## config.mk

```make
export PLATFORM = sky130hd
export DESIGN_NAME = sorted_list_engine_top
export DESIGN_NICKNAME = d
export VERILOG_FILES = /design/src/rtl/slist_pkg.sv /design/src/rtl/slist_cell.sv /design/src/rtl/sorted_list_engine_top.sv
export SDC_FILE = /design/constraint.sdc
export NUM_CORES = 2
export LEC_CHECK = 0
export BUFFER_PORTS_ARGS = -buffer_cell sky130_fd_sc_hd__buf_4
export CORE_MARGIN = 2
export CORE_UTILIZATION = 60
export CTS_CLUSTER_SIZE = 30
export DETAILED_ROUTE_END_ITERATION = 16
export PLACE_DENSITY = 0.85
export SETUP_SLACK_MARGIN = 0.15
export SYNTH_ARGS = -nofsm -noshare
export SYNTH_HDL_FRONTEND = slang
export SYNTH_SLANG_ARGS = --single-unit
```

## constraint.sdc

```tcl
create_clock -name clk -period 7.1 [get_ports clk]
set_input_delay 0.71 -clock clk [delete_from_list [all_inputs] [get_ports clk]]
set_output_delay 0.71 -clock clk [all_outputs]
set_load 0.01 [all_outputs]
```

## src/rtl/slist_pkg.sv

```systemverilog
// Shared types and codes for the sorted list engine.
`timescale 1ns / 1ps

package slist_pkg;

  // Operation codes carried by an input beat.
  typedef enum logic [1:0] {
    OP_INSERT  = 2'd0,
    OP_DEL_ONE = 2'd1,
    OP_DEL_ALL = 2'd2
  } op_t;

  // Status codes returned with each result beat.
  typedef enum logic [1:0] {
    ST_DONE    = 2'd0,
    ST_FULL    = 2'd1,
    ST_NOMATCH = 2'd2
  } status_t;

  // Sequencer states.
  typedef enum logic [1:0] {
    S_IDLE,
    S_EXEC,
    S_REPORT
  } state_t;

  // Command broadcast from the sequencer to every cell.
  typedef struct packed {
    logic ins;
    logic del;
  } cell_cmd_t;

  // Status returned from each cell to the sequencer.
  typedef struct packed {
    logic eq;
    logic last;
  } cell_stat_t;

  // Width of result count fields.
  localparam int unsigned COUNT_BITS = 5;

endpackage

```

## src/rtl/slist_cell.sv

```systemverilog
// One storage cell of the sorted list chain.
`timescale 1ns / 1ps

module slist_cell
  import slist_pkg::*;
#(
  parameter int unsigned VALUE_BITS = 32
) (
  input  logic                         clk,
  input  logic                         rst,
  input  cell_cmd_t                    cmd,
  input  logic signed [VALUE_BITS-1:0] key,
  input  logic signed [VALUE_BITS-1:0] left_entry,
  input  logic                         left_valid,
  input  logic                         left_take,
  input  logic signed [VALUE_BITS-1:0] right_entry,
  input  logic                         right_valid,
  output logic signed [VALUE_BITS-1:0] entry,
  output logic                         valid,
  output logic                         take,
  output cell_stat_t                   stat
);

  logic signed [VALUE_BITS-1:0] entry_next;
  logic                         valid_next;
  logic                         ge;

  // Local comparisons against the key held by the sequencer.
  always_comb begin
    take      = !valid || (key < entry);
    ge        = valid && !(entry < key);
    stat.eq   = valid && (entry == key);
    stat.last = valid && !right_valid;
  end

  // An insert shifts this cell right; a delete pulls the right neighbour in.
  always_comb begin
    entry_next = entry;
    valid_next = valid;
    if (cmd.ins && take) begin
      if (left_take) begin
        entry_next = left_entry;
        valid_next = left_valid;
      end else begin
        entry_next = key;
        valid_next = 1'b1;
      end
    end else if (cmd.del && ge) begin
      entry_next = right_entry;
      valid_next = right_valid;
    end
  end

  // The entry itself needs no reset; only the valid flag is cleared.
  always_ff @(posedge clk) begin
    entry <= entry_next;
    if (rst) begin
      valid <= 1'b0;
    end else begin
      valid <= valid_next;
    end
  end

endmodule

```

## src/rtl/sorted_list_engine_top.sv

```systemverilog
// Top level of the sorted list engine: sequencer, cell chain and result register.
//
// Usage: the input channel (in_valid, in_ready, op, value) carries one operation
// per beat: insert, delete the first equal entry, or delete all equal entries.
// The output channel (out_valid, out_ready, count, removed, status, smallest,
// largest) returns exactly one result beat per input beat, in order.
// The list lives in a chain of CAPACITY cells; each cell compares its entry
// with the key and swaps data with its neighbours in the same cycle.
// Sequence: an insert or single delete makes one chain step (S_EXEC), then a
// report step (S_REPORT) that loads the result register once it is free. A
// delete-all removes one matching entry per chain cycle, then makes a final check
// that finds no match before its report step.
// in_ready is high only while the sequencer is idle, so one item is in work at
// a time; a new beat is taken only after the last one has reached the result register.
// The result register sits apart from the sequencer: a new beat is taken while
// a result still waits, and the sequencer holds in its report step until the
// register is free when the receiver stalls.
// Reset (rst, synchronous) empties the list at once by clearing every cell's
// valid flag and the entry count; no clearing pass is needed.
`timescale 1ns / 1ps

module sorted_list_engine_top
  import slist_pkg::*;
#(
  parameter int unsigned CAPACITY   = 16,
  parameter int unsigned VALUE_BITS = 32
) (
  input  logic               clk,
  input  logic               rst,
  input  logic               in_valid,
  output logic               in_ready,
  input  logic [1:0]         op,
  input  logic signed [31:0] value,
  output logic               out_valid,
  input  logic               out_ready,
  output logic [4:0]         count,
  output logic [4:0]         removed,
  output logic [1:0]         status,
  output logic signed [31:0] smallest,
  output logic signed [31:0] largest
);

  localparam int unsigned CNT_BITS = $clog2(CAPACITY + 1);

  state_t                       state, state_next;
  op_t                          op_q;
  logic signed [VALUE_BITS-1:0] key;
  logic [CNT_BITS-1:0]          entry_count, entry_count_next;
  logic [CNT_BITS-1:0]          removed_q, removed_q_next;
  status_t                      status_q, status_q_next;
  cell_cmd_t                    cmd;
  logic                         report;
  logic                         in_fire;
  logic                         full;
  logic                         any_eq;

  logic signed [VALUE_BITS-1:0] cell_entry [CAPACITY];
  logic [CAPACITY-1:0]          cell_valid;
  logic [CAPACITY-1:0]          cell_take;
  cell_stat_t                   cell_stat  [CAPACITY];

  logic signed [VALUE_BITS-1:0] low_entry;
  logic signed [VALUE_BITS-1:0] high_entry;

  assign in_ready = (state == S_IDLE);
  assign in_fire  = in_valid && in_ready;
  assign full     = (entry_count == CNT_BITS'(CAPACITY));

  // The cell chain; the ends see an empty neighbour.
  for (genvar i = 0; i < CAPACITY; i++) begin : g_cell
    logic signed [VALUE_BITS-1:0] l_entry, r_entry;
    logic                         l_valid, l_take, r_valid;
    if (i == 0) begin : g_first
      assign l_entry = '0;
      assign l_valid = 1'b0;
      assign l_take  = 1'b0;
    end else begin : g_inner_l
      assign l_entry = cell_entry[i-1];
      assign l_valid = cell_valid[i-1];
      assign l_take  = cell_take[i-1];
    end
    if (i == CAPACITY - 1) begin : g_last
      assign r_entry = '0;
      assign r_valid = 1'b0;
    end else begin : g_inner_r
      assign r_entry = cell_entry[i+1];
      assign r_valid = cell_valid[i+1];
    end
    slist_cell #(
      .VALUE_BITS (VALUE_BITS)
    ) u_cell (
      .clk         (clk),
      .rst         (rst),
      .cmd         (cmd),
      .key         (key),
      .left_entry  (l_entry),
      .left_valid  (l_valid),
      .left_take   (l_take),
      .right_entry (r_entry),
      .right_valid (r_valid),
      .entry       (cell_entry[i]),
      .valid       (cell_valid[i]),
      .take        (cell_take[i]),
      .stat        (cell_stat[i])
    );
  end

  // Gather match flags and the first and last held entries from the chain.
  always_comb begin
    any_eq     = 1'b0;
    high_entry = '0;
    for (int i = 0; i < CAPACITY; i++) begin
      any_eq = any_eq | cell_stat[i].eq;
      if (cell_stat[i].last) begin
        high_entry = high_entry | cell_entry[i];
      end
    end
    low_entry = cell_valid[0] ? cell_entry[0] : '0;
  end

  // Sequencer state register.
  always_ff @(posedge clk) begin
    if (rst) begin
      state <= S_IDLE;
    end else begin
      state <= state_next;
    end
  end

  // Next state, cell commands and bookkeeping.
  always_comb begin
    state_next       = state;
    cmd              = '0;
    report           = 1'b0;
    entry_count_next = entry_count;
    removed_q_next   = removed_q;
    status_q_next    = status_q;
    unique case (state)
      S_IDLE: begin
        if (in_fire) begin
          removed_q_next = '0;
          status_q_next  = ST_DONE;
          state_next     = S_EXEC;
        end
      end
      S_EXEC: begin
        unique case (op_q)
          OP_INSERT: begin
            if (full) begin
              status_q_next = ST_FULL;
            end else begin
              cmd.ins          = 1'b1;
              entry_count_next = entry_count + CNT_BITS'(1);
            end
            state_next = S_REPORT;
          end
          OP_DEL_ONE: begin
            if (any_eq) begin
              cmd.del          = 1'b1;
              entry_count_next = entry_count - CNT_BITS'(1);
              removed_q_next   = CNT_BITS'(1);
            end else begin
              status_q_next = ST_NOMATCH;
            end
            state_next = S_REPORT;
          end
          OP_DEL_ALL: begin
            // One equal entry leaves the chain per cycle until none is left.
            if (any_eq) begin
              cmd.del          = 1'b1;
              entry_count_next = entry_count - CNT_BITS'(1);
              removed_q_next   = removed_q + CNT_BITS'(1);
            end else begin
              if (removed_q == '0) begin
                status_q_next = ST_NOMATCH;
              end
              state_next = S_REPORT;
            end
          end
          default: begin
            state_next = S_REPORT;
          end
        endcase
      end
      S_REPORT: begin
        if (!out_valid || out_ready) begin
          report     = 1'b1;
          state_next = S_IDLE;
        end
      end
      default: begin
        state_next = S_IDLE;
      end
    endcase
  end

  // Operation registers and entry count.
  always_ff @(posedge clk) begin
    if (in_fire) begin
      op_q <= op_t'(op);
      key  <= VALUE_BITS'(value);
    end
    removed_q <= removed_q_next;
    status_q  <= status_q_next;
    if (rst) begin
      entry_count <= '0;
    end else begin
      entry_count <= entry_count_next;
    end
  end

  // Result register; it is reloaded only once the previous beat has gone.
  always_ff @(posedge clk) begin
    if (rst) begin
      out_valid <= 1'b0;
    end else if (report) begin
      out_valid <= 1'b1;
    end else if (out_ready) begin
      out_valid <= 1'b0;
    end
    if (report) begin
      count    <= COUNT_BITS'(entry_count);
      removed  <= COUNT_BITS'(removed_q);
      status   <= status_q;
      smallest <= 32'(low_entry);
      largest  <= 32'(high_entry);
    end
  end

`ifndef SYNTHESIS
  // The number of set valid flags in the chain always equals the count.
  a_valid_matches_count: assert property (@(posedge clk) disable iff (rst)
    $countones(cell_valid) == int'(entry_count))
    else $error("cell valid flags disagree with entry count");

  // The count never exceeds the capacity.
  a_count_bound: assert property (@(posedge clk) disable iff (rst)
    entry_count <= CNT_BITS'(CAPACITY))
    else $error("entry count beyond capacity");

  // An accepted beat always moves the sequencer into execution.
  a_accept_exec: assert property (@(posedge clk) disable iff (rst)
    in_fire |=> state == S_EXEC)
    else $error("accepted beat did not start execution");

  // A dropped insert never changes the count.
  a_full_holds: assert property (@(posedge clk) disable iff (rst)
    (state == S_EXEC && op_q == OP_INSERT && full) |=> full)
    else $error("insert into full store changed the count");
`endif

endmodule

```

==> impl_metrics.tcl <==
set metrics [dict create \
    largest_family_of_logic_cells_by_synthesized_area "compound AO/OA/AOI/OAI gates" \
    routability_cong 1.09 \
    cts_repair_resize_count 0 \
    p_leak_uw 0.0227 \
    synth.mux.area_fraction_pct 9.02 \
    synth-xor-area-share_pct 0.273 \
    fp-row-count 103 \
    antenna_violating_nets_post_route 0 \
    synth_seq_cells 653 \
    cpLargestDelayFamily "simple AND/OR/NAND/NOR gates" \
    power_report.internal_total_uw 7160 \
    detail_route.vias_per_cell 7.49 \
    vdd.ir_drop.worst_v 0.000200 \
    critical-path-slowest-cell "sky130_fd_sc_hd__nor4_1" \
    cts_tree "done" \
    min_period_over_period_pct 88.5 \
    drt_drc 0 \
    p_clk_share_pct 42.3 \
    final_period_minus_worst_setup_slack_ns 6.28 \
    yosys.cell_types.count 87 \
    place_area_um2 50600 \
    grt_start_max_net_pins 66 \
    design.portCount 116 \
    critical_path_buf_inv_count 3 \
    power.density_nw_per_um2 189 \
    critPathMaxFanout 22 \
    hpwlAfterDp_um 159000 \
    initial_util_pct 60.8 \
    grtUsageTotal_pct 53.2 \
    worst_path_most_repeated_cell "sky130_fd_sc_hd__buf_4" \
    yosysWarnings 0 \
    cpPeakStageDelay_ns 1.37 \
    antenna_found_initial 15 \
    dieWidth_um 287 \
    setup_tns_ns 0 \
    total_net_switching_power_uw 2890 \
    synth_edf_count 629 \
    numPlacedInstances 6006 \
    drt_first_pass_iters 9 \
    fp.coreArea_um2 79300 \
    floorplan.die.height_um 287 \
    synth_area_per_cell_um2 9.63 \
    synth-seq-area-share_pct 40.2 \
    fillerInstances 6155 \
    critPathArrivalTime_ns 6.67 \
    nets 5595 \
    final_cell_count_no_fill 6149 \
    outcome "complete, but fails checks" \
    synthToLayoutAreaGrowth_pct 10.4 \
    clkLatencyLatePin_ns 0.68 \
    fraction_of_the_mapped_netlist_area_in_adder_cells_pct 13.6 \
    report.final.slew_viol_count 5 \
    cts.sinks 653 \
    routedWlPerCell_um 36.6 \
    mostFrequentLayoutCell "sky130_fd_sc_hd__edfxtp_1" \
    tritoncts.num_buffers 77 \
    critPathCaptureType "flip-flop" \
    violation_count_after_the_first_detailed_route_iteration 9055 \
    drive_gt1_share_pct 10.1 \
    report.power.total_uw 10100 \
    most_frequent_cells_in_the_layout "629 x sky130_fd_sc_hd__edfxtp_1, 539 x sky130_fd_sc_hd__inv_1, 521 x sky130_fd_sc_hd__ha_1" \
    cell_count_after_synthesis 5002 \
    gr-total-overflow 0 \
    htreeDepth 3 \
    vias 46000 \
    holdCritPathClass "in2reg" \
    wire_length_of_the_first_global_routing_pass_um 311000 \
    cts.repair_timing.setup_buffer_count 0 \
    buffer_ports.inserted 115 \
    worstPathRequired_ns 7.49 \
    synth.net_count 5562 \
    post-route-cell-area_um2 53200 \
    finClkSkew_ns 0.0408 \
    share_seq_of_total_power_pct 44.0 \
    timing.max_cap.violations 1 \
    postLayoutSetupSlackWorst_ns 0.815 \
    cts_hold_buf 0 \
    dpl_worst_slack_ns 1.29 \
    setup_violations 0 \
    clk_root_buffer_cell "sky130_fd_sc_hd__clkbuf_16" \
    hold_viol 0 \
    cts-root-to-sink-buffers 3 \
    unrepaired_setup_endpoints_after_global_routing "false" \
    floorplan.die_area_um2 82600 \
    synth_top_flop_cell "sky130_fd_sc_hd__edfxtp_1" \
    combinationalPowerShare_pct 13.7 \
    synth_simple_gate_area_share_pct 11.5 \
    asr_flop_ratio_synth_pct 0 \
    wl_um 225000 \
    clk_pin_slew_worst_paths_ns 0.06 \
    mappedNetlistArea_um2 48200 \
    grt_pass1_vias 43300 \
    worst_slew_margin_rel_pct -1.65 \
    violations "capacitance limit, slew limit" \
    achievable-frequency_mhz 159 \
    power.share.switching_pct 28.7 \
    synth_compound_area_share_pct 18.4 \
    measured_slew_at_the_worst_slew_check_pin_ns 1.51 \
    criticalPathCategory "reg2reg" \
    cp_cell_sequence "buf_4 > inv_1 > ha_1 > nand4_1 > nor4_1 > o21ai_0 > nand4b_1 > mux2_2 > nand2_1 > buf_4 > nor2_1" \
    start_kind "flip-flop" \
]
-- path summary, 6_finish.rpt --
path         cells past startpoint         from  slack, ns                          end
max                             11      key[29]       0.82  g_cell[15].u_cell.entry[22]
min                              1    value[14]       0.21                      key[14]
max reg2reg                     11      key[29]       0.82  g_cell[15].u_cell.entry[22]
min reg2reg                      0  status_q[0]       0.43                    status[0]
-- cell usage after synthesis, types with 6 or more instances --
| cell type | instances | area share (%) |
|---|---|---|
| sky130_fd_sc_hd__o31ai_1 | 10 | 0.16 |
| sky130_fd_sc_hd__a21boi_0 | 8 | 0.12 |
| sky130_fd_sc_hd__a221o_1 | 8 | 0.17 |
| sky130_fd_sc_hd__a22o_1 | 130 | 2.4 |
| sky130_fd_sc_hd__o21a_1 | 7 | 0.11 |
| sky130_fd_sc_hd__mux2i_1 | 384 | 8.0 |
| sky130_fd_sc_hd__dfxtp_1 | 24 | 1.0 |
| sky130_fd_sc_hd__nand2b_1 | 14 | 0.18 |
| sky130_fd_sc_hd__buf_1 | 10 | 0.078 |
| sky130_fd_sc_hd__a31oi_1 | 71 | 0.92 |
| sky130_fd_sc_hd__xnor2_1 | 12 | 0.22 |
| sky130_fd_sc_hd__nor4_1 | 32 | 0.42 |
| sky130_fd_sc_hd__and3_1 | 47 | 0.61 |
| sky130_fd_sc_hd__nand2_1 | 404 | 3.1 |
| sky130_fd_sc_hd__ha_1 | 521 | 14 |
| sky130_fd_sc_hd__edfxtp_1 | 629 | 39 |
| sky130_fd_sc_hd__clkbuf_1 | 193 | 1.5 |
| sky130_fd_sc_hd__a21oi_1 | 464 | 4.8 |
| sky130_fd_sc_hd__a21o_1 | 66 | 1.0 |
| sky130_fd_sc_hd__and4_1 | 14 | 0.25 |
| sky130_fd_sc_hd__buf_2 | 57 | 0.59 |
| sky130_fd_sc_hd__buf_6 | 9 | 0.21 |
| sky130_fd_sc_hd__a211oi_1 | 16 | 0.25 |
| sky130_fd_sc_hd__nor2_1 | 255 | 2.0 |
| sky130_fd_sc_hd__mux2_2 | 38 | 0.89 |
| sky130_fd_sc_hd__nand3_1 | 64 | 0.66 |
| sky130_fd_sc_hd__a211o_1 | 6 | 0.11 |
| sky130_fd_sc_hd__nor3_1 | 65 | 0.68 |
| sky130_fd_sc_hd__nor2b_1 | 34 | 0.44 |
| sky130_fd_sc_hd__and2_1 | 10 | 0.13 |
| sky130_fd_sc_hd__inv_1 | 541 | 4.2 |
| sky130_fd_sc_hd__a221oi_1 | 141 | 2.6 |
| sky130_fd_sc_hd__buf_4 | 23 | 0.36 |
| sky130_fd_sc_hd__o211ai_1 | 30 | 0.47 |
| sky130_fd_sc_hd__nand4_1 | 172 | 2.2 |
| sky130_fd_sc_hd__a21oi_2 | 22 | 0.40 |
| sky130_fd_sc_hd__o21ai_1 | 42 | 0.44 |
| sky130_fd_sc_hd__o21ai_0 | 314 | 3.3 |
| sky130_fd_sc_hd__nor4_2 | 10 | 0.26 |
| sky130_fd_sc_hd__or4_1 | 6 | 0.094 |
-- logic make-up after synthesis --
| group | Yosys count |
|---|---|
| compound gates | 1398 |
| simple gates | 1152 |
| buf+inv | 834 |
| flops | 653 |
| fa+ha+maj | 522 |
| mux | 428 |
| xor+xnor | 15 |
-- layer usage --
| layer | vias to the layer above | global-route usage (%) | part of all wire (%) |
|---|---|---|---|
| met2 | 4676 | 71.6 | 38 |
| li1 | 18700 | - | - |
| met4 | 12 | 33.6 | 8.3 |
| met1 | 21400 | 66.3 | 34 |
| met3 | 1231 | 28.2 | 19 |
| met5 | - | 0.116 | 0.038 |
-- area by class of cell --
| type | count | area [um2] | share of cell area [%] |
|---|---|---|---|
| multi-input cells | 3515 | 25900 | 48.7 |
| flip-flops and latches | 653 | 19400 | 36.4 |
| clock buffers | 97 | 2050 | 3.86 |
| inverters | 541 | 2030 | 3.82 |
| repair buffers | 247 | 1990 | 3.74 |
| well taps | 1050 | 1310 | 2.47 |
| clock inverters | 39 | 533 | 1.00 |
| diodes | 7 | 17.5 | 0.0329 |
-- power groups by stage --
stage / combinational [uW] / clock [uW] / sequential, uW
6_report: 1380 / 4250 / 4430
2_1_floorplan: 735 / 0 / 4480
4_1_cts: 1290 / 4210 / 4410
3_3_place_gp: 1250 / 0 / 4490
5_1_grt: 1430 / 4320 / 4430
3_5_place_dp: 1280 / 0 / 4490
-- per-stage QoR --
step,utilization [%],hold WS [ns]
6_report,67.1,0.208
3_5_place_dp,63.8,0.410
4_1_cts,67.1,0.198
5_1_grt,67.1,0.220
3_3_place_gp,63.8,0.400
2_1_floorplan,-,0.400
-- registers in the layout (all words and copies together) (netlist names), 2 cells and up --
signal               flops
removed_q                5
entry_count              5
g_cell.u_cell.entry    512
status_q                 2
g_cell.u_cell.valid     16
largest                 32
key                     32
smallest                32
state                    2
count                    5
status                   2
op_q                     2
removed                  5
Note: power is estimated with default switching activity, not from simulation.
